File: src/hdl/four_bit_cpu_execute_unit_assert.svh
// Assertion macros used by the execute unit top level.
`ifndef FOUR_BIT_CPU_EXECUTE_UNIT_ASSERT_SVH
`define FOUR_BIT_CPU_EXECUTE_UNIT_ASSERT_SVH

// Flag a condition that must never hold out of reset.
`define FBCPU_ASSERT_NEVER(label, cond, msg) \
  label: assert property (@(posedge clk) disable iff (!rst_n) !(cond)) \
    else $error(msg);

// Check that a condition leads to a consequence in the next cycle.
`define FBCPU_ASSERT_NEXT(label, ante, cons, msg) \
  label: assert property (@(posedge clk) disable iff (!rst_n) (ante) |=> (cons)) \
    else $error(msg);

`endif

File: src/hdl/fbcpu_pkg.sv
// Types and constants of the 4-bit execute unit.
`timescale 1ns / 1ps

package fbcpu_pkg;

  localparam int unsigned NIB_W = 4;
  localparam int unsigned OP_W  = 5;

  typedef logic [NIB_W-1:0] nib_t;
  typedef logic [OP_W-1:0]  opcode_t;

  // Opcodes
  localparam opcode_t OP_ADD_A  = 5'd0;
  localparam opcode_t OP_MOV_AB = 5'd1;
  localparam opcode_t OP_IN_A   = 5'd2;
  localparam opcode_t OP_MOV_AI = 5'd3;
  localparam opcode_t OP_MOV_BA = 5'd4;
  localparam opcode_t OP_ADD_B  = 5'd5;
  localparam opcode_t OP_IN_B   = 5'd6;
  localparam opcode_t OP_MOV_BI = 5'd7;
  localparam opcode_t OP_SUB_A  = 5'd8;
  localparam opcode_t OP_OUT_B  = 5'd9;
  localparam opcode_t OP_SUB_B  = 5'd10;
  localparam opcode_t OP_OUT_I  = 5'd11;
  localparam opcode_t OP_AND_A  = 5'd12;
  localparam opcode_t OP_AND_B  = 5'd13;
  localparam opcode_t OP_JNC    = 5'd14;
  localparam opcode_t OP_JMP    = 5'd15;
  localparam opcode_t OP_OR_A   = 5'd16;
  localparam opcode_t OP_OR_B   = 5'd17;
  localparam opcode_t OP_XOR_A  = 5'd18;
  localparam opcode_t OP_XOR_B  = 5'd19;
  localparam opcode_t OP_CLR_C  = 5'd20;
  localparam opcode_t OP_SHL_A  = 5'd21;
  localparam opcode_t OP_SHL_B  = 5'd22;
  localparam opcode_t OP_SHR_A  = 5'd23;
  localparam opcode_t OP_SHR_B  = 5'd24;
  localparam opcode_t OP_NOT_A  = 5'd25;
  localparam opcode_t OP_NOT_B  = 5'd26;
  localparam opcode_t OP_JC     = 5'd27;

  // Destination of the result
  typedef enum logic [1:0] {
    DST_NONE,
    DST_A,
    DST_B,
    DST_OUT
  } dst_t;

  // Second operand source
  typedef enum logic [1:0] {
    SRC_LIT,
    SRC_A,
    SRC_B
  } src_t;

  // Function applied to destination and operand
  typedef enum logic [3:0] {
    ALU_PASS,
    ALU_ADD,
    ALU_SUB,
    ALU_AND,
    ALU_OR,
    ALU_XOR,
    ALU_SHL,
    ALU_SHR,
    ALU_NOT
  } alu_t;

  // Next program counter; PC_HOLD marks an instruction that changes nothing
  typedef enum logic [2:0] {
    PC_INC,
    PC_JMP,
    PC_JNC,
    PC_JC,
    PC_HOLD
  } pc_mode_t;

  // Decoded instruction as queued between front and back
  typedef struct packed {
    dst_t     dst;
    src_t     src;
    alu_t     alu;
    pc_mode_t pc_mode;
    nib_t     lit;
  } dec_t;

  // Queue status seen by both sides
  typedef struct packed {
    logic full;
    logic empty;
  } q_stat_t;

endpackage

File: src/hdl/fbcpu_in_if.sv
// Instruction channel: opcode, immediate and input-port values.
`timescale 1ns / 1ps

interface fbcpu_in_if;
  logic                valid;
  logic                ready;
  fbcpu_pkg::opcode_t  op;
  fbcpu_pkg::nib_t     immediate;
  fbcpu_pkg::nib_t     in_port_a;
  fbcpu_pkg::nib_t     in_port_b;

  modport source (output valid, output op, output immediate, output in_port_a,
                  output in_port_b, input ready);
  modport sink   (input valid, input op, input immediate, input in_port_a,
                  input in_port_b, output ready);
endinterface

File: src/hdl/fbcpu_out_if.sv
// Result channel: machine state after each instruction.
`timescale 1ns / 1ps

interface fbcpu_out_if;
  logic            valid;
  logic            ready;
  fbcpu_pkg::nib_t pc_value;
  fbcpu_pkg::nib_t reg_a_value;
  fbcpu_pkg::nib_t reg_b_value;
  logic            carry_value;
  fbcpu_pkg::nib_t out_port_value;

  modport source (output valid, output pc_value, output reg_a_value,
                  output reg_b_value, output carry_value, output out_port_value,
                  input ready);
  modport sink   (input valid, input pc_value, input reg_a_value,
                  input reg_b_value, input carry_value, input out_port_value,
                  output ready);
endinterface

File: src/hdl/four_bit_cpu_execute_unit.sv
// Top level of the 4-bit CPU execute unit.
`timescale 1ns / 1ps

// Executes one instruction per input word and returns one word holding the
// program counter, registers A and B, the carry and the output latch after
// it. Sustained rate is one instruction per cycle while results are taken
// promptly. An accepted instruction passes through the decode queue and then
// the execute loop on the A, B, counter and carry registers, which double as
// the result register. The queue of QUEUE_DEPTH entries lets the front keep
// accepting while a result waits to be taken.
`include "four_bit_cpu_execute_unit_assert.svh"

module four_bit_cpu_execute_unit #(
  parameter int unsigned QUEUE_DEPTH = 2
) (
  input  logic         clk,
  input  logic         rst_n,
  fbcpu_in_if.sink     in_ch,
  fbcpu_out_if.source  out_ch
);

  logic               push;
  logic               pop;
  fbcpu_pkg::dec_t    push_dec;
  fbcpu_pkg::dec_t    head;
  fbcpu_pkg::q_stat_t q_stat;

  // Decode incoming words
  fbcpu_front u_front (
    .in_ch  (in_ch),
    .q_stat (q_stat),
    .push   (push),
    .dec    (push_dec)
  );

  // Buffer decoded words
  fbcpu_queue #(
    .DEPTH (QUEUE_DEPTH)
  ) u_queue (
    .clk      (clk),
    .rst_n    (rst_n),
    .push     (push),
    .push_dec (push_dec),
    .pop      (pop),
    .head     (head),
    .q_stat   (q_stat)
  );

  // Execute and hold the machine state
  fbcpu_back u_back (
    .clk    (clk),
    .rst_n  (rst_n),
    .q_stat (q_stat),
    .head   (head),
    .pop    (pop),
    .out_ch (out_ch)
  );

  `FBCPU_ASSERT_NEVER(a_queue_stat, q_stat.full && q_stat.empty, "queue full and empty")
  `FBCPU_ASSERT_NEXT(a_pop_result, pop, out_ch.valid, "executed word not presented")
  `FBCPU_ASSERT_NEXT(a_jump_target, pop && head.pc_mode == fbcpu_pkg::PC_JMP, out_ch.pc_value == $past(head.lit), "jump target lost")

endmodule

File: src/hdl/fbcpu_front.sv
// Front end: accepts instruction words and decodes them into queue entries.
`timescale 1ns / 1ps

module fbcpu_front (
  fbcpu_in_if.sink         in_ch,
  input  fbcpu_pkg::q_stat_t q_stat,
  output logic             push,
  output fbcpu_pkg::dec_t  dec
);

  // Take a word whenever the queue has room
  assign in_ch.ready = !q_stat.full;
  assign push        = in_ch.valid && !q_stat.full;

  // Classify the opcode
  always_comb begin
    dec.dst     = fbcpu_pkg::DST_NONE;
    dec.src     = fbcpu_pkg::SRC_LIT;
    dec.alu     = fbcpu_pkg::ALU_PASS;
    dec.pc_mode = fbcpu_pkg::PC_INC;
    dec.lit     = in_ch.immediate;
    unique case (in_ch.op)
      fbcpu_pkg::OP_ADD_A:  begin dec.dst = fbcpu_pkg::DST_A; dec.alu = fbcpu_pkg::ALU_ADD; end
      fbcpu_pkg::OP_MOV_AB: begin dec.dst = fbcpu_pkg::DST_A; dec.src = fbcpu_pkg::SRC_B; end
      fbcpu_pkg::OP_IN_A:   begin dec.dst = fbcpu_pkg::DST_A; dec.lit = in_ch.in_port_a; end
      fbcpu_pkg::OP_MOV_AI: begin dec.dst = fbcpu_pkg::DST_A; end
      fbcpu_pkg::OP_MOV_BA: begin dec.dst = fbcpu_pkg::DST_B; dec.src = fbcpu_pkg::SRC_A; end
      fbcpu_pkg::OP_ADD_B:  begin dec.dst = fbcpu_pkg::DST_B; dec.alu = fbcpu_pkg::ALU_ADD; end
      fbcpu_pkg::OP_IN_B:   begin dec.dst = fbcpu_pkg::DST_B; dec.lit = in_ch.in_port_b; end
      fbcpu_pkg::OP_MOV_BI: begin dec.dst = fbcpu_pkg::DST_B; end
      fbcpu_pkg::OP_SUB_A:  begin dec.dst = fbcpu_pkg::DST_A; dec.alu = fbcpu_pkg::ALU_SUB; end
      fbcpu_pkg::OP_OUT_B:  begin dec.dst = fbcpu_pkg::DST_OUT; dec.src = fbcpu_pkg::SRC_B; end
      fbcpu_pkg::OP_SUB_B:  begin dec.dst = fbcpu_pkg::DST_B; dec.alu = fbcpu_pkg::ALU_SUB; end
      fbcpu_pkg::OP_OUT_I:  begin dec.dst = fbcpu_pkg::DST_OUT; end
      fbcpu_pkg::OP_AND_A:  begin dec.dst = fbcpu_pkg::DST_A; dec.alu = fbcpu_pkg::ALU_AND; end
      fbcpu_pkg::OP_AND_B:  begin dec.dst = fbcpu_pkg::DST_B; dec.alu = fbcpu_pkg::ALU_AND; end
      fbcpu_pkg::OP_JNC:    begin dec.pc_mode = fbcpu_pkg::PC_JNC; end
      fbcpu_pkg::OP_JMP:    begin dec.pc_mode = fbcpu_pkg::PC_JMP; end
      fbcpu_pkg::OP_OR_A:   begin dec.dst = fbcpu_pkg::DST_A; dec.alu = fbcpu_pkg::ALU_OR; end
      fbcpu_pkg::OP_OR_B:   begin dec.dst = fbcpu_pkg::DST_B; dec.alu = fbcpu_pkg::ALU_OR; end
      fbcpu_pkg::OP_XOR_A:  begin dec.dst = fbcpu_pkg::DST_A; dec.alu = fbcpu_pkg::ALU_XOR; end
      fbcpu_pkg::OP_XOR_B:  begin dec.dst = fbcpu_pkg::DST_B; dec.alu = fbcpu_pkg::ALU_XOR; end
      fbcpu_pkg::OP_CLR_C:  begin end
      fbcpu_pkg::OP_SHL_A:  begin dec.dst = fbcpu_pkg::DST_A; dec.alu = fbcpu_pkg::ALU_SHL; end
      fbcpu_pkg::OP_SHL_B:  begin dec.dst = fbcpu_pkg::DST_B; dec.alu = fbcpu_pkg::ALU_SHL; end
      fbcpu_pkg::OP_SHR_A:  begin dec.dst = fbcpu_pkg::DST_A; dec.alu = fbcpu_pkg::ALU_SHR; end
      fbcpu_pkg::OP_SHR_B:  begin dec.dst = fbcpu_pkg::DST_B; dec.alu = fbcpu_pkg::ALU_SHR; end
      fbcpu_pkg::OP_NOT_A:  begin dec.dst = fbcpu_pkg::DST_A; dec.alu = fbcpu_pkg::ALU_NOT; end
      fbcpu_pkg::OP_NOT_B:  begin dec.dst = fbcpu_pkg::DST_B; dec.alu = fbcpu_pkg::ALU_NOT; end
      fbcpu_pkg::OP_JC:     begin dec.pc_mode = fbcpu_pkg::PC_JC; end
      // unused opcodes leave all state alone
      default:              begin dec.pc_mode = fbcpu_pkg::PC_HOLD; end
    endcase
  end

endmodule

File: src/hdl/fbcpu_queue.sv
// Small FIFO of decoded instructions between front and back.
`timescale 1ns / 1ps

module fbcpu_queue #(
  parameter int unsigned DEPTH = 2
) (
  input  logic               clk,
  input  logic               rst_n,
  input  logic               push,
  input  fbcpu_pkg::dec_t    push_dec,
  input  logic               pop,
  output fbcpu_pkg::dec_t    head,
  output fbcpu_pkg::q_stat_t q_stat
);

  localparam int unsigned AW = (DEPTH > 1) ? $clog2(DEPTH) : 1;
  localparam int unsigned CW = $clog2(DEPTH + 1);

  fbcpu_pkg::dec_t mem_r [DEPTH];
  logic [AW-1:0]   wr_ptr_r, wr_ptr_nxt;
  logic [AW-1:0]   rd_ptr_r, rd_ptr_nxt;
  logic [CW-1:0]   count_r, count_nxt;

  assign head         = mem_r[rd_ptr_r];
  assign q_stat.full  = (count_r == CW'(DEPTH));
  assign q_stat.empty = (count_r == '0);

  // Advance pointers and occupancy
  always_comb begin
    wr_ptr_nxt = wr_ptr_r;
    rd_ptr_nxt = rd_ptr_r;
    count_nxt  = count_r;
    if (push) begin
      wr_ptr_nxt = (wr_ptr_r == AW'(DEPTH - 1)) ? '0 : wr_ptr_r + AW'(1);
    end
    if (pop) begin
      rd_ptr_nxt = (rd_ptr_r == AW'(DEPTH - 1)) ? '0 : rd_ptr_r + AW'(1);
    end
    if (push && !pop) begin
      count_nxt = count_r + CW'(1);
    end else if (pop && !push) begin
      count_nxt = count_r - CW'(1);
    end
  end

  always_ff @(posedge clk) begin
    if (!rst_n) begin
      wr_ptr_r <= '0;
      rd_ptr_r <= '0;
      count_r  <= '0;
    end else begin
      wr_ptr_r <= wr_ptr_nxt;
      rd_ptr_r <= rd_ptr_nxt;
      count_r  <= count_nxt;
    end
  end

  // Store the entry
  always_ff @(posedge clk) begin
    if (push) begin
      mem_r[wr_ptr_r] <= push_dec;
    end
  end

endmodule

File: src/hdl/fbcpu_back.sv
// Back end: executes queued instructions and presents the machine state.
`timescale 1ns / 1ps

module fbcpu_back (
  input  logic               clk,
  input  logic               rst_n,
  input  fbcpu_pkg::q_stat_t q_stat,
  input  fbcpu_pkg::dec_t    head,
  output logic               pop,
  fbcpu_out_if.source        out_ch
);

  fbcpu_pkg::nib_t reg_a_r, reg_a_nxt;
  fbcpu_pkg::nib_t reg_b_r, reg_b_nxt;
  fbcpu_pkg::nib_t pc_r, pc_nxt;
  fbcpu_pkg::nib_t out_latch_r, out_latch_nxt;
  logic            carry_r, carry_nxt;
  logic            out_valid_r, out_valid_nxt;

  fbcpu_pkg::nib_t base;
  fbcpu_pkg::nib_t opd;
  fbcpu_pkg::nib_t res;
  logic            res_cy;
  logic [4:0]      sum;
  logic [4:0]      diff;

  // Execute when the state word is free or being taken
  assign pop = !q_stat.empty && (!out_valid_r || out_ch.ready);

  // Pick operands
  always_comb begin
    base = (head.dst == fbcpu_pkg::DST_B) ? reg_b_r : reg_a_r;
    case (head.src)
      fbcpu_pkg::SRC_A: opd = reg_a_r;
      fbcpu_pkg::SRC_B: opd = reg_b_r;
      default:          opd = head.lit;
    endcase
  end

  assign sum  = {1'b0, base} + {1'b0, opd};
  assign diff = {1'b0, base} - {1'b0, opd};

  // ALU; carry is set only by add, subtract and shift left
  always_comb begin
    res_cy = 1'b0;
    case (head.alu)
      fbcpu_pkg::ALU_ADD: begin res = sum[3:0];  res_cy = sum[4]; end
      fbcpu_pkg::ALU_SUB: begin res = diff[3:0]; res_cy = diff[4]; end
      fbcpu_pkg::ALU_AND: res = base & opd;
      fbcpu_pkg::ALU_OR:  res = base | opd;
      fbcpu_pkg::ALU_XOR: res = base ^ opd;
      fbcpu_pkg::ALU_SHL: begin res = {base[2:0], 1'b0}; res_cy = base[3]; end
      fbcpu_pkg::ALU_SHR: res = {1'b0, base[3:1]};
      fbcpu_pkg::ALU_NOT: res = ~base;
      default:            res = opd;
    endcase
  end

  // Update architectural state and the result flag
  always_comb begin
    reg_a_nxt     = reg_a_r;
    reg_b_nxt     = reg_b_r;
    pc_nxt        = pc_r;
    out_latch_nxt = out_latch_r;
    carry_nxt     = carry_r;
    out_valid_nxt = out_valid_r && !out_ch.ready;
    if (pop) begin
      out_valid_nxt = 1'b1;
      case (head.dst)
        fbcpu_pkg::DST_A:   reg_a_nxt = res;
        fbcpu_pkg::DST_B:   reg_b_nxt = res;
        fbcpu_pkg::DST_OUT: out_latch_nxt = res;
        default:            ;
      endcase
      if (head.pc_mode != fbcpu_pkg::PC_HOLD) begin
        carry_nxt = res_cy;
      end
      case (head.pc_mode)
        fbcpu_pkg::PC_JMP:  pc_nxt = head.lit;
        fbcpu_pkg::PC_JNC:  pc_nxt = carry_r ? pc_r + 4'd1 : head.lit;
        fbcpu_pkg::PC_JC:   pc_nxt = carry_r ? head.lit : pc_r + 4'd1;
        fbcpu_pkg::PC_HOLD: pc_nxt = pc_r;
        default:            pc_nxt = pc_r + 4'd1;
      endcase
    end
  end

  always_ff @(posedge clk) begin
    if (!rst_n) begin
      reg_a_r     <= '0;
      reg_b_r     <= '0;
      pc_r        <= '0;
      out_latch_r <= '0;
      carry_r     <= 1'b0;
      out_valid_r <= 1'b0;
    end else begin
      reg_a_r     <= reg_a_nxt;
      reg_b_r     <= reg_b_nxt;
      pc_r        <= pc_nxt;
      out_latch_r <= out_latch_nxt;
      carry_r     <= carry_nxt;
      out_valid_r <= out_valid_nxt;
    end
  end

  // Present the state as the result word
  assign out_ch.valid          = out_valid_r;
  assign out_ch.pc_value       = pc_r;
  assign out_ch.reg_a_value    = reg_a_r;
  assign out_ch.reg_b_value    = reg_b_r;
  assign out_ch.carry_value    = carry_r;
  assign out_ch.out_port_value = out_latch_r;

endmodule

File: src/flat_wrapper.sv
// flat-port wrapper written by rule: the top's interface ports become plain ports
module four_bit_cpu_execute_unit_flat 
#(
  parameter int unsigned QUEUE_DEPTH = 2
)
  (clk, rst_n, in_ch_valid, in_ch_op, in_ch_immediate, in_ch_in_port_a, in_ch_in_port_b, in_ch_ready, out_ch_valid, out_ch_pc_value, out_ch_reg_a_value, out_ch_reg_b_value, out_ch_carry_value, out_ch_out_port_value, out_ch_ready);
  fbcpu_in_if in_ch_i ();
  fbcpu_out_if out_ch_i ();
  input  logic clk;
  input  logic rst_n;
  input wire logic [$bits(in_ch_i.valid)-1:0] in_ch_valid;
  input wire logic [$bits(in_ch_i.op)-1:0] in_ch_op;
  input wire logic [$bits(in_ch_i.immediate)-1:0] in_ch_immediate;
  input wire logic [$bits(in_ch_i.in_port_a)-1:0] in_ch_in_port_a;
  input wire logic [$bits(in_ch_i.in_port_b)-1:0] in_ch_in_port_b;
  output wire logic [$bits(in_ch_i.ready)-1:0] in_ch_ready;
  output wire logic [$bits(out_ch_i.valid)-1:0] out_ch_valid;
  output wire logic [$bits(out_ch_i.pc_value)-1:0] out_ch_pc_value;
  output wire logic [$bits(out_ch_i.reg_a_value)-1:0] out_ch_reg_a_value;
  output wire logic [$bits(out_ch_i.reg_b_value)-1:0] out_ch_reg_b_value;
  output wire logic [$bits(out_ch_i.carry_value)-1:0] out_ch_carry_value;
  output wire logic [$bits(out_ch_i.out_port_value)-1:0] out_ch_out_port_value;
  input wire logic [$bits(out_ch_i.ready)-1:0] out_ch_ready;
  assign in_ch_i.valid = in_ch_valid;
  assign in_ch_i.op = in_ch_op;
  assign in_ch_i.immediate = in_ch_immediate;
  assign in_ch_i.in_port_a = in_ch_in_port_a;
  assign in_ch_i.in_port_b = in_ch_in_port_b;
  assign in_ch_ready = in_ch_i.ready;
  assign out_ch_valid = out_ch_i.valid;
  assign out_ch_pc_value = out_ch_i.pc_value;
  assign out_ch_reg_a_value = out_ch_i.reg_a_value;
  assign out_ch_reg_b_value = out_ch_i.reg_b_value;
  assign out_ch_carry_value = out_ch_i.carry_value;
  assign out_ch_out_port_value = out_ch_i.out_port_value;
  assign out_ch_i.ready = out_ch_ready;
  four_bit_cpu_execute_unit #(.QUEUE_DEPTH(QUEUE_DEPTH)) u_core (.clk(clk), .rst_n(rst_n), .in_ch(in_ch_i), .out_ch(out_ch_i));
endmodule
File: config.mk
export PLATFORM = sky130hd
export DESIGN_NAME = four_bit_cpu_execute_unit_flat
export DESIGN_NICKNAME = d
export VERILOG_FILES = /design/src/hdl/fbcpu_pkg.sv /design/src/hdl/fbcpu_in_if.sv /design/src/hdl/fbcpu_out_if.sv /design/src/hdl/four_bit_cpu_execute_unit.sv /design/src/hdl/fbcpu_front.sv /design/src/hdl/fbcpu_queue.sv /design/src/hdl/fbcpu_back.sv /design/src/flat_wrapper.sv
export VERILOG_INCLUDE_DIRS = /design/src /design/src/hdl
export SDC_FILE = /design/constraint.sdc
export NUM_CORES = 1
export LEC_CHECK = 0
export BUFFER_PORTS_ARGS = -buffer_cell sky130_fd_sc_hd__buf_2
export CAP_MARGIN = 20
export CORE_UTILIZATION = 53
export CTS_CLUSTER_DIAMETER = 80
export DETAILED_ROUTE_END_ITERATION = 12
export GPL_ROUTABILITY_DRIVEN = 0
export GPL_TIMING_DRIVEN = 0
export PLACE_DENSITY = 0.81
export SLEW_MARGIN = 5
export SYNTH_ARGS = -nofsm -noshare
export SYNTH_HDL_FRONTEND = slang
export SYNTH_HIERARCHICAL = 1
export SYNTH_SLANG_ARGS = --single-unit
File: constraint.sdc
create_clock -name clk -period 3.2 [get_ports clk]
set_input_delay 0 -clock clk [delete_from_list [all_inputs] [get_ports clk]]
set_output_delay 0 -clock clk [all_outputs]
set_load 0.1 [all_outputs]
# After elaboration in Yosys (flattened, before gate mapping)
# Memory sizes are Yosys's and may differ from the RTL's. A register that Yosys moved wholly into a read port is not among the register bits.
# Index checks and enable logic that the tools add are counted.
[op_classes]
n_mux = 21
multipliers = 0
n_div = 0
n_addsub = 7
reduce_logical = 33
order_cmp = 0
n_bitwise = 5
n_shift = 0
n_eq_ne = 46
[ops]
columns = ["cell", "n"]
rows = [
  ["$pmux W4 S8", 2],
  ["$eq A5 B5 Y1 const B", 12],
  ["$eq A5 B4 Y1 const B", 8],
  ["$reduce_or A25 Y1", 1],
  ["$reduce_or A11 Y1", 2],
  ["$eq A5 B3 Y1 const B", 4],
  ["$reduce_or A2 Y1", 10],
  ["$eq A4 B3 Y1 const B", 4],
  ["$pmux W4 S2", 2],
  ["$pmux W4 S4", 1],
  ["$mux W4", 3],
  ["$pmux W3 S4", 1],
  ["$eq A5 B2 Y1 const B", 2],
  ["$reduce_and A2 Y1", 5],
  ["$eq A2 B2 Y1 const B", 4],
  ["$eq A4 B2 Y1 const B", 2],
  ["$mux W1", 7],
  ["$eq A3 B2 Y1 const B", 2],
  ["$logic_not A1 Y1", 6],
  ["$pmux W2 S3", 1],
  ["$add A4 B4 Y5", 1],
  ["$eq A5 B1 Y1 const B", 1],
  ["$logic_and A1 B1 Y1", 5],
  ["$logic_not A5 Y1", 1],
  ["other kinds (22)", 25],
]
[word_totals]
mem_bits_ro = 0
latch_bits = 0
n_memories = 1
register_bits = 22
mem_bits_rw = 30
output_inout_bits = 19
elab_cells = 122
inputBits = 21
[mem_list]
columns = ["memory", "words", "width", "read_ports", "rd_clocked_by_memory_dff", "write_ports", "line", "text"]
rows = [
  ["u_core.u_queue.mem_r", 2, 15, 1, 1, 1, "fbcpu_queue.sv:19", "fbcpu_pkg::dec_t mem_r [DEPTH];"],
]

# Longest topological paths before layout
# Gate-level depths: netlist of the first run.
[logic_depth]
depth_word = 7
ltp_mapped = 15
mapped_depth_nobuf = 13

# By module
# The synthesis of the first run kept the hierarchy.
[modules_own_cells]
columns = ["module", "area_per_inst_um2", "cells_each", "instances", "seq_area_each_um2"]
rows = [
  ["fbcpu_back", 1791.7, 231, 1, 360.3],
  ["fbcpu_queue", 1301.2, 69, 1, 1001.0],
  ["fbcpu_front", 395.4, 64, 1, 0.0],
]

# Worst setup path after synthesis of the first run
# OpenSTA, ideal clock, no wires.
[synth_path]
path_kind = "register to register"
startpoint = "register (tool-made name)"
endpoint = "register u_core.u_back.reg_a_r[2] (netlist: u_core/u_back/out_ch.reg_a_value[2])"
path_buffers = 2
setup_ns = 0.152
path_stages_with_launch = 15
period_less_slack_ns = 3.295
arrival_ns = 3.144
slack_ns = -0.095
required_ns = 3.048
cell_sequence = "dfxtp_1 -> buf_2 -> buf_4 -> mux2_2 -> ha_1 -> a221o_1 -> o21ai_0 -> inv_1 -> ha_1 -> fa_1 -> xnor2_1 -> a211oi_1 -> a22o_1 -> nor4_2 -> a21oi_1"
[synth_lines]
columns = ["item", "line", "text"]
rows = [
  ["to (signal assigned)", "fbcpu_back.sv:97", "reg_a_r <= reg_a_nxt;"],
  ["to (decl)", "fbcpu_back.sv:13", "fbcpu_pkg::nib_t reg_a_r, reg_a_nxt;"],
]

==> results of run 1 <==
==> worst reg2reg max path, delay by kind of cell, from the launching register on <==
family / cells / cell delay (ps)
buffers and inverters: 3 / 310
AND/OR/NAND/NOR: 3 / 630
AO/OA/AOI/OAI: 3 / 580
flip-flops: 1 / 420
multiplexers: 2 / 560
adder cells (fa/ha/maj): 2 / 510
==> cell type report <==
type / instances / area [um^2] / share of cell area
multi-input combinational: 267 / 2050 / 0.500
sequential: 53 / 1370 / 0.333
timing repair buffer: 50 / 290 / 0.0708
buffer: 20 / 104 / 0.0253
clock buffer: 7 / 101 / 0.0247
tap: 77 / 96.3 / 0.0235
inverter: 22 / 85.1 / 0.0208
clock inverter: 1 / 8.76 / 0.00214
==> state kept, by name, summed over array words and instances, names as in the netlist, 2 cells and up, named ones only <==
name,count
u_core/u_queue/mem_r,30
u_core/u_back/out_ch.pc_value,4
u_core/u_back/out_ch.reg_b_value,4
u_core/u_queue/count_r,2
u_core/u_back/out_ch.reg_a_value,4
u_core/u_back/out_ch.out_port_value,4
==> kinds of logic (layout without fill, tap and decap cells) <==
family	after synthesis	after routing	share of synthesized area
simple gates	123	123	0.197
buf+inv	44	100	0.0552
flops	53	53	0.390
compound gates	91	91	0.186
xor+xnor	12	12	0.0301
fa+ha+maj	18	18	0.0689
mux	23	23	0.0732
==> metal layers <==
| layer | part of all wire | vias up | GRT usage |
|---|---|---|---|
| met1 | 0.42 | 1436 | 0.323 |
| met4 | 0.038 | 0 | 0.127 |
| li1 | - | 1445 | - |
| met2 | 0.49 | 143 | 0.424 |
| met3 | 0.052 | 25 | 0.0437 |
| met5 | 0 | - | 0 |
==> power by group through the flow <==
| stage | Sequential [W] | Combinational [W] | Clock, W |
|---|---|---|---|
| after detailed placement | 0.000974 | 0.00220 | 0 |
| after global routing | 0.000999 | 0.00281 | 0.000471 |
| final | 0.000978 | 0.00265 | 0.000437 |
| after global placement | 0.000967 | 0.00214 | 0 |
| after floorplan | 0.00142 | 0.00131 | 0 |
| after CTS | 0.000964 | 0.00241 | 0.000443 |
==> placed cells by master (no fill, tap or decap), types with 4 or more instances in the layout <==
master	instances
and2_1	8
ha_4	4
o211ai_1	5
nand2_1	18
nor2b_1	15
xor2_1	4
edfxtp_1	30
clkbuf_8	5
clkbuf_1	9
a21oi_1	15
buf_2	44
a221o_1	7
inv_1	17
ha_1	11
nor2_1	20
o21ai_2	4
nor3b_1	4
a311oi_1	5
inv_2	4
mux2i_1	6
mux2_2	14
nand2b_1	7
nand3_1	19
o21ai_1	5
nor3_1	4
buf_4	12
xnor2_1	7
or3_1	6
o21ai_0	11
nand3b_1	6
dfxtp_1	22
==> worst paths after layout <==
check / slack [ps] / cells after the start / startpoint / end
min: 10 / 3 / in_ch_immediate[2] / u_core/u_queue/mem_r[0][2]
max reg2reg: 60 / 13 / flop / u_core/u_back/out_ch.reg_a_value[2]
min reg2reg: 460 / 2 / u_core/u_back/out_ch.out_port_value[0] / u_core/u_back/out_ch.out_port_value[0]
max: 60 / 13 / flop / u_core/u_back/out_ch.reg_a_value[2]
==> per-stage QoR <==
| step | instance area [um^2] | util | cells |
|---|---|---|---|
| 2_1_floorplan | 3490 | - | 364 |
| 3_3_place_gp | 3780 | 0.596 | 480 |
| 3_5_place_dp | 3790 | 0.597 | 481 |
| 4_1_cts | 4040 | 0.636 | 496 |
| 5_1_grt | 4100 | 0.646 | 497 |
| 6_report | 4100 | 0.646 | 497 |
==> timing repair <==
item | in CTS | in global routing
resized for setup | 25 | 11
hold endpoints to repair | 0 | 0
buffers inserted | 7 | 3
pin swaps | 14 | 9
setup endpoints to repair | 13 | 9
==> results.txt, run 1 <==
Worst Hold Slack = 12.4 ps
FP Rows = 29
clock latency on the worst-skew pair = 310 ps
min Tclk post-route = 3140 ps
count leader, synth = edfxtp_1
family with the most delay on the worst path = simple AND/OR/NAND/NOR gates
die area = 0.00691 mm^2
vias in the first global route = 2952
Primary FF master, synth = edfxtp_1
fraction of registers with async set/reset = 0
initial DRC count = 250
Sink Count = 53
Seq cells post-synth = 53
fmax = 0.318 GHz
mean routed wirelength per cell = 17.5 um
IO Pins = 40
Avg Cell Area, Syn = 9.58 um^2
via count = 3049
Final Cycle Share = 0.982
n_diodes = 0
Setup Crit Path Kind = flop to flop
Slew @ Worst Pin = 953 ps
Synth Instances = 364
class of the most critical hold timing path = input pin to flop
Root Driver = clkbuf_8
required time of the worst setup path = 3370 ps
Initial Util = 0.549
distinct cell type count after synthesis = 68
Crit. End Element = flop
Post-synth top cells = edfxtp_1 (30), dfxtp_1 (23), inv_1 (20), nor2_1 (20), nand3_1 (19)
Internal = 0.00205 W
Setup violations, final = 0
initial antenna violation count = 0
Net Sw Frac = 0.497
max_cap viols = 0
fillers = 499
Final ANT Viol Nets = 0
CTS tree = done
Die Ht = 83.1 um
CP max stage delay = 420 ps
syn_nets = 403
gr usage total = 0.256
Yosys warning count = 6
Power Total = 0.00407 W
Area growth syn-to-layout = 17.5%
Comb pwr share = 0.652
fraction of layout cells with a size suffix above 1 = 0.271
Die X = 83.1 um
Via density = 6.13
Pwr Density = 992 mW/mm^2
CP cell instances = mux2_4 -> inv_4 -> ha_4 -> a221o_1 -> and2_1 -> ha_1 -> buf_6 -> buf_4 -> nor2_1 -> mux2i_1 -> o22ai_1 -> nor4_4 -> a21oi_1
Leakage Power = 1.62 nW
overflow left after global routing = 0
top-area cell type share of the netlist area = 0.258
first-pass GRT wire length = 14200 um
Pins Over Slew Limit = 0
Final Net Count = 458
Worst Path Buf+Inv = 3
Routed WL = 8720 um
status = complete, no violations
Yosys top cell by area = edfxtp_1
Psw = 0.00202 W
DPL Wire Length = 5950 um
Longest Clk Path Bufs = 2
PortBufs = 39
Fin. Hold Viols = 0
EDFF count, synth = 30
1st-pass router iterations = 5
CP Max Fanout = 8
clock power share = 0.108
crit path DAT = 3310 ps
dpl ws = -807 ps
Rel. slew slack = 0.356
CORE AREA = 0.00635 mm^2
total CTS buffers = 5
Reg clk slew, reported paths = 100 ps
Worst Clk Skew = 11.1 ps
CP startpoint kind = flop
largest cells by area after synthesis = edfxtp_1 (26%), dfxtp_1 (13%), ha_1 (5.7%)
largest net degree at the start of global routing = 17
maximum VDD drop = 0.000584 V
Seq/Total Area, Yosys = 0.390
mapped cell area = 0.00349 mm^2
Setup TNS = 0 ps
sequential group share of total power = 0.240
critical-path cell with the highest stage delay = dfxtp_4
fin worst setup slack = 58.3 ps
H-tree levels = 2
hold buffers post-CTS = 0
DRC = 0
Note: power is estimated with default switching activity, not from simulation.
==> run 2: changes to the inputs <==
Settings changed: SETUP_SLACK_MARGIN set to 0.4.
==> run 2 against run 1 <==
  * Non-clock buffer count rose by 9
  * Hold slack lost 4.0 ps
  * Count of clock-buffer cells in the layout fell by 2
  * Sequential share of layout area fell by 1.6 points
  * Critical path depth increased by 2
  * Combinational power rose by 6%
  * Total power rose by 4.1%
  * Clock skew shrank 2.3 ps
  * Flip-flop and latch count unchanged
  * Utilization is 3.1 points higher
  * Via count is 1.8% higher
  * Design area rose by 4.8%
  * Highest routed layer unchanged
==> results.txt, run 2 (synthesized netlist as in run 1, its figures left out) <==
status = complete, no violations
M1 GR Usage = 0.312
Initial Util = 0.549
1st-pass router iterations = 7
Sink Count = 53
crit path DAT = 3340 ps
Reg clk slew, reported paths = 100 ps
Longest Clk Path Bufs = 2
Largest register FFs = 30
via count = 3104
die area = 0.00691 mm^2
CTS tree = done
vias in the first global route = 2979
gr usage total = 0.255
CP Max Fanout = 6
Leakage Power = 1.70 nW
Area growth syn-to-layout = 23.2%
fraction of layout cells with a size suffix above 1 = 0.317
commonest non-fill, non-tap cell in the layout = buf_2
Routed WL = 8610 um
min Tclk post-route = 3170 ps
hold-critical path depth = 2
PortBufs = 39
required time of the worst setup path = 3370 ps
met3 global-route usage = 0.0447
first-pass GRT wire length = 14100 um
Slew @ Worst Pin = 948 ps
RSZ-0062 raised after global routing = yes
total CTS buffers = 5
DPL Wire Length = 5850 um
placed instance area = 0.00386 mm^2
initial DRC count = 257
Final Cycle Share = 0.991
maximum VDD drop = 0.000802 V
n_diodes = 0
class of the most critical hold timing path = input pin to flop
overflow left after global routing = 0
max_cap viols = 0
hold buffers post-CTS = 0
Root Driver = clkbuf_8
Die Ht = 83.1 um
post-route cell area = 0.00430 mm^2
busiest grt layer = met2
CORE AREA = 0.00635 mm^2
r2r worst-path depth = 15
IO Pins = 40
Global Route met2 Usage = 0.430
Worst Hold Slack = 8.38 ps
Final Net Count = 467
fmax = 0.315 GHz
most frequent cells in the layout = buf_2 (45), edfxtp_1 (30), dfxtp_1 (22)
FP Rows = 29
Via density = 6.13
Setup violations, final = 0
largest net degree at the start of global routing = 19
Die X = 83.1 um
H-tree levels = 2
mean routed wirelength per cell = 17.0 um
Fin. Hold Viols = 0
Setup Crit Path Kind = flop to flop
Crit. End Element = flop
Final ANT Viol Nets = 0
Worst Clk Skew = 8.74 ps
clock latency on the worst-skew pair = 310 ps
Reg2Reg Setup Slack = 30 ps
Pwr Density = 985 mW/mm^2
largest register by flop count = u_core/u_queue/mem_r
Rel. slew slack = 0.359
Pins Over Slew Limit = 0
fin worst setup slack = 28.7 ps
initial antenna violation count = 0
CP startpoint kind = flop
dpl ws = -144 ps
DRC = 0
==> run 2: cell count changes in the layout (fill, tap and decap cells not counted), sizes merged <==
cell | before | now
buf | 61 | 70
bufinv | 0 | 1
clkbuf | 16 | 14
inv | 22 | 23
==> run 2: final timing paths <==
kind | start | to
min | in_ch_in_port_b[3] | u_core/u_queue/mem_r[1][3]
min reg2reg | u_core/u_back/out_ch.out_port_value[0] | u_core/u_back/out_ch.out_port_value[0]
max | flop | u_core/u_back/out_ch.reg_a_value[2]
max reg2reg | flop | u_core/u_back/out_ch.reg_a_value[2]
==> run 2: final cells by class <==
cell class | count | area, um^2
sequential | 53 | 1360
timing repair buffer | 57 | 348
tap | 77 | 96.3
clock inverter | 3 | 50.0
buffer | 22 | 130
inverter | 22 | 87.6
clock buffer | 5 | 68.8
fill | 473 | 2050
multi-input combinational | 267 | 2150
==> run 2: where the power goes <==
group / internal [W] / switching [W]
Clock: 0.000240 / 0.000234
Combinational: 0.00105 / 0.00175
Sequential: 0.000872 / 0.0000907
Total: 0.00216 / 0.00207
==> run 2: critical path, stage by stage (launching register included) <==
cell and delay (ps):
dfxtp_2 330, buf_6 120, buf_8 120, mux2_4 330, inv_4 60, ha_4 210
a221o_1 270, o21ai_2 100, inv_2 90, ha_4 170, fa_2 370, xnor2_2 180
a211oi_2 100, a22o_1 240, nor4_4 220, a21oi_1 100
==> run 2: metrics by stage <==
step | util | power, W | instances | setup TNS (ps)
final | 0.677 | 0.00423 | 506 | 0
after global routing | 0.677 | 0.00445 | 506 | -159
after CTS | 0.661 | 0.00405 | 504 | 0
after detailed placement | 0.608 | 0.00329 | 480 | -703
after global placement | 0.607 | 0.00322 | 480 | -351
after floorplan | - | 0.00284 | 364 | 0
==> run 2: metal layers <==
layer,up-vias,routed length [um]
met3,26,554
met1,1444,3520
li1,1470,-
met2,164,4200
met4,0,338
met5,-,0
==> run 2: what timing repair did <==
action                                  4_1_cts  5_1_grt
endpoints found under the setup margin       13       13
cloned                                        1        0
resized for setup                            20       13
pin swaps                                    14       12
buffers inserted                             15        2
==> run 3: changes to the inputs <==
Settings changed: ABC_AREA set to 1, CORE_UTILIZATION 53 to 50, PLACE_DENSITY 0.81 to 0.78.
==> run 3 against run 2 <==
  * Clock power decreased by 3%
  * Count of clock-buffer cells in the layout unchanged
  * Non-clock buffer count decreased by 19
  * Critical path type unchanged
  * Final cell count increased by 21%
  * Total power increased by 4.7%
  * Largest cell class unchanged
  * Highest routed layer unchanged
==> results.txt, run 3 <==
status = complete, no violations
fmax = 0.362 GHz
post-placement cell count = 588
EDFF count, synth = 30
FP Rows = 30
required time of the worst setup path = 3410 ps
top-area cell type share of the netlist area = 0.253
Yosys warning count = 6
overflow left after global routing = 0
simple-gate share of the synthesized area = 0.312
DRC = 0
class of the most critical hold timing path = input pin to flop
initial antenna violation count = 0
Critical Path Most Common Cell = nor2_1
Non-Filler Instances = 610
Adder-Cell Fraction of Synth Area = 0.0676
Pins Over Slew Limit = 0
Worst Path Buf+Inv = 4
Rel. slew slack = 0.607
CTS tree = done
Die X = 86.3 um
initial DRC count = 196
CP startpoint kind = flop
Setup violations, final = 0
commonest non-fill, non-tap cell in the layout = nand2_1
Routed WL = 8060 um
Pwr Density = 1030 mW/mm^2
count leader, synth = nand2_1
Via density = 5.30
IO Pins = 40
fin worst setup slack = 436 ps
mean routed wirelength per cell = 13.2 um
largest register by flop count = u_core/u_queue/mem_r
most frequent cells in the layout = nand2_1 (97), inv_1 (55), nor2_1 (46)
Internal = 0.00212 W
syn_nets = 491
Slew @ Worst Pin = 588 ps
Final Cycle Share = 0.864
PortBufs = 39
fillers = 599
Worst Hold Slack = 11.5 ps
Initial Util = 0.520
Net Sw Frac = 0.521
xor/xnor share of the synthesized area = 0.00739
Longest Clk Path Bufs = 2
clock power share = 0.104
H-tree levels = 2
Crit. End Element = flop
Leakage Power = 2.02 nW
n_diodes = 0
largest cells by area after synthesis = edfxtp_1 (25%), dfxtp_1 (13%), nand2_1 (10%)
Sink Count = 53
1st-pass router iterations = 6
sequential group share of total power = 0.227
Comb pwr share = 0.669
crit path DAT = 2970 ps
CP Max Fanout = 8
mux contribution to synthesized area = 0.0581
Synth Instances = 452
first-pass GRT wire length = 13200 um
Yosys top cell by area = edfxtp_1
Reg clk slew, reported paths = 100 ps
gr usage total = 0.228
family with the most delay on the worst path = adder cells
Psw = 0.00231 W
maximum VDD drop = 0.000258 V
distinct cell type count after synthesis = 36
vias in the first global route = 2914
clock latency on the worst-skew pair = 310 ps
CP cell instances = buf_6 -> buf_12 -> mux2_4 -> ha_4 -> inv_8 -> nand3_4 -> o21ai_4 -> inv_2 -> ha_4 -> fa_2 -> a21oi_2 -> nor2_1 -> o21ai_1 -> nand3_1 -> nor2_1 -> nor2_1
Final ANT Viol Nets = 0
Compound-Gate Fraction of Synth Area = 0.0824
Post-synth top cells = nand2_1 (98), inv_1 (59), nor2_1 (47), nand3_1 (44), edfxtp_1 (30)
Seq/Total Area, Yosys = 0.383
Primary FF master, synth = edfxtp_1
largest family of logic cells by synthesized area = simple AND/OR/NAND/NOR gates
CP max stage delay = 390 ps
largest net degree at the start of global routing = 18
Fin. Hold Viols = 0
max_cap viols = 0
fraction of layout cells with a size suffix above 1 = 0.286
Root Driver = clkbuf_8
Worst Clk Skew = 9.44 ps
RSZ-0062 raised after global routing = yes
via count = 3236
DPL Wire Length = 5920 um
mapped cell area = 0.00355 mm^2
Die Ht = 86.3 um
Area growth syn-to-layout = 20.5%
CORE AREA = 0.00683 mm^2
die area = 0.00745 mm^2
Setup Crit Path Kind = flop to flop
critical-path cell with the highest stage delay = fa_2
fraction of registers with async set/reset = 0
Final Net Count = 552
dpl ws = -67.6 ps
min Tclk post-route = 2760 ps
Largest register FFs = 30
total CTS buffers = 5
Avg Cell Area, Syn = 7.86 um^2
Seq cells post-synth = 53
[run 3: cell count changes after synthesis, sizes merged, moves of 14 or more]
cell,before,now
nand2,18,110
inv,22,70
nor2,21,63
nand3,19,45
nor2b,15,0
nand4,0,14
[run 3: final timing paths]
path	from	endpoint	slack, ps	depth (start not counted)
worst min register to register	u_core/u_back/out_ch.valid	u_core/u_back/out_ch.valid	500	2
worst min-delay path	in_ch_immediate[0]	u_core/u_queue/mem_r[1][0]	10	3
worst max-delay path	flop	u_core/u_back/out_ch.carry_value	440	16
worst max register to register	flop	u_core/u_back/out_ch.carry_value	440	16
[run 3: per-stage QoR]
stage / instance area (um^2) / util / power, W / setup TNS [ps]
floorplan: 3550 / - / 0.00306 / 0
global placement: 3870 / 0.566 / 0.00346 / -3.19
detailed placement: 3880 / 0.568 / 0.00353 / -181
CTS: 4230 / 0.618 / 0.00428 / 0
global route: 4280 / 0.627 / 0.00472 / 0
finish: 4280 / 0.627 / 0.00443 / 0
[run 3: cells by family after synthesis]
group                      after synthesis
buffers and inverters                   76
DFF                                     53
adders and majority gates               18
and+or+nand+nor                        236
xor gates and xnor gates                 3
AOI/OAI and AO/OA                       51
muxes                                   15
[run 3: per-layer routing]
layer	share of wire	wire length [um]	global-route usage
met3	0.064	512	0.0352
met1	0.41	3280	0.277
met2	0.50	4000	0.400
met5	0	0	0
met4	0.033	262	0.102
[run 3: area by class of cell]
type	count	area, um^2	area share
Multi-Input combinational cell	323	2000	0.468
Sequential cell	53	1360	0.318
Timing Repair Buffer	54	347	0.0809
Inverter	70	273	0.0637
Tap cell	96	120	0.0280
Clock buffer	5	68.8	0.0161
Buffer	6	66.3	0.0155
Clock inverter	3	43.8	0.0102
[run 3: tightest hold or removal path, delay by kind of cell]
kind / cells / cell delay [ps]
AND/OR/NAND/NOR: 2 / 130
buffers and inverters: 1 / 80
[run 3: power by group through the flow]
stage / clock [W] / sequential (W) / combinational (W)
after global routing: 0.000493 / 0.00103 / 0.00320
final: 0.000462 / 0.00100 / 0.00297
after CTS: 0.000468 / 0.00100 / 0.00281
after detailed placement: 0 / 0.00101 / 0.00251
after global placement: 0 / 0.00101 / 0.00246
after floorplan: 0 / 0.00152 / 0.00154
[run 3: repair_timing]
item | 4_1_cts | 5_1_grt
hold buffers | 4 | 0
pin swaps | 9 | 8
setup endpoints to repair | 10 | 10
gates cloned | 1 | 0
hold endpoints to repair | 9 | 0
resized for setup | 31 | 16
buffers inserted | 6 | 3
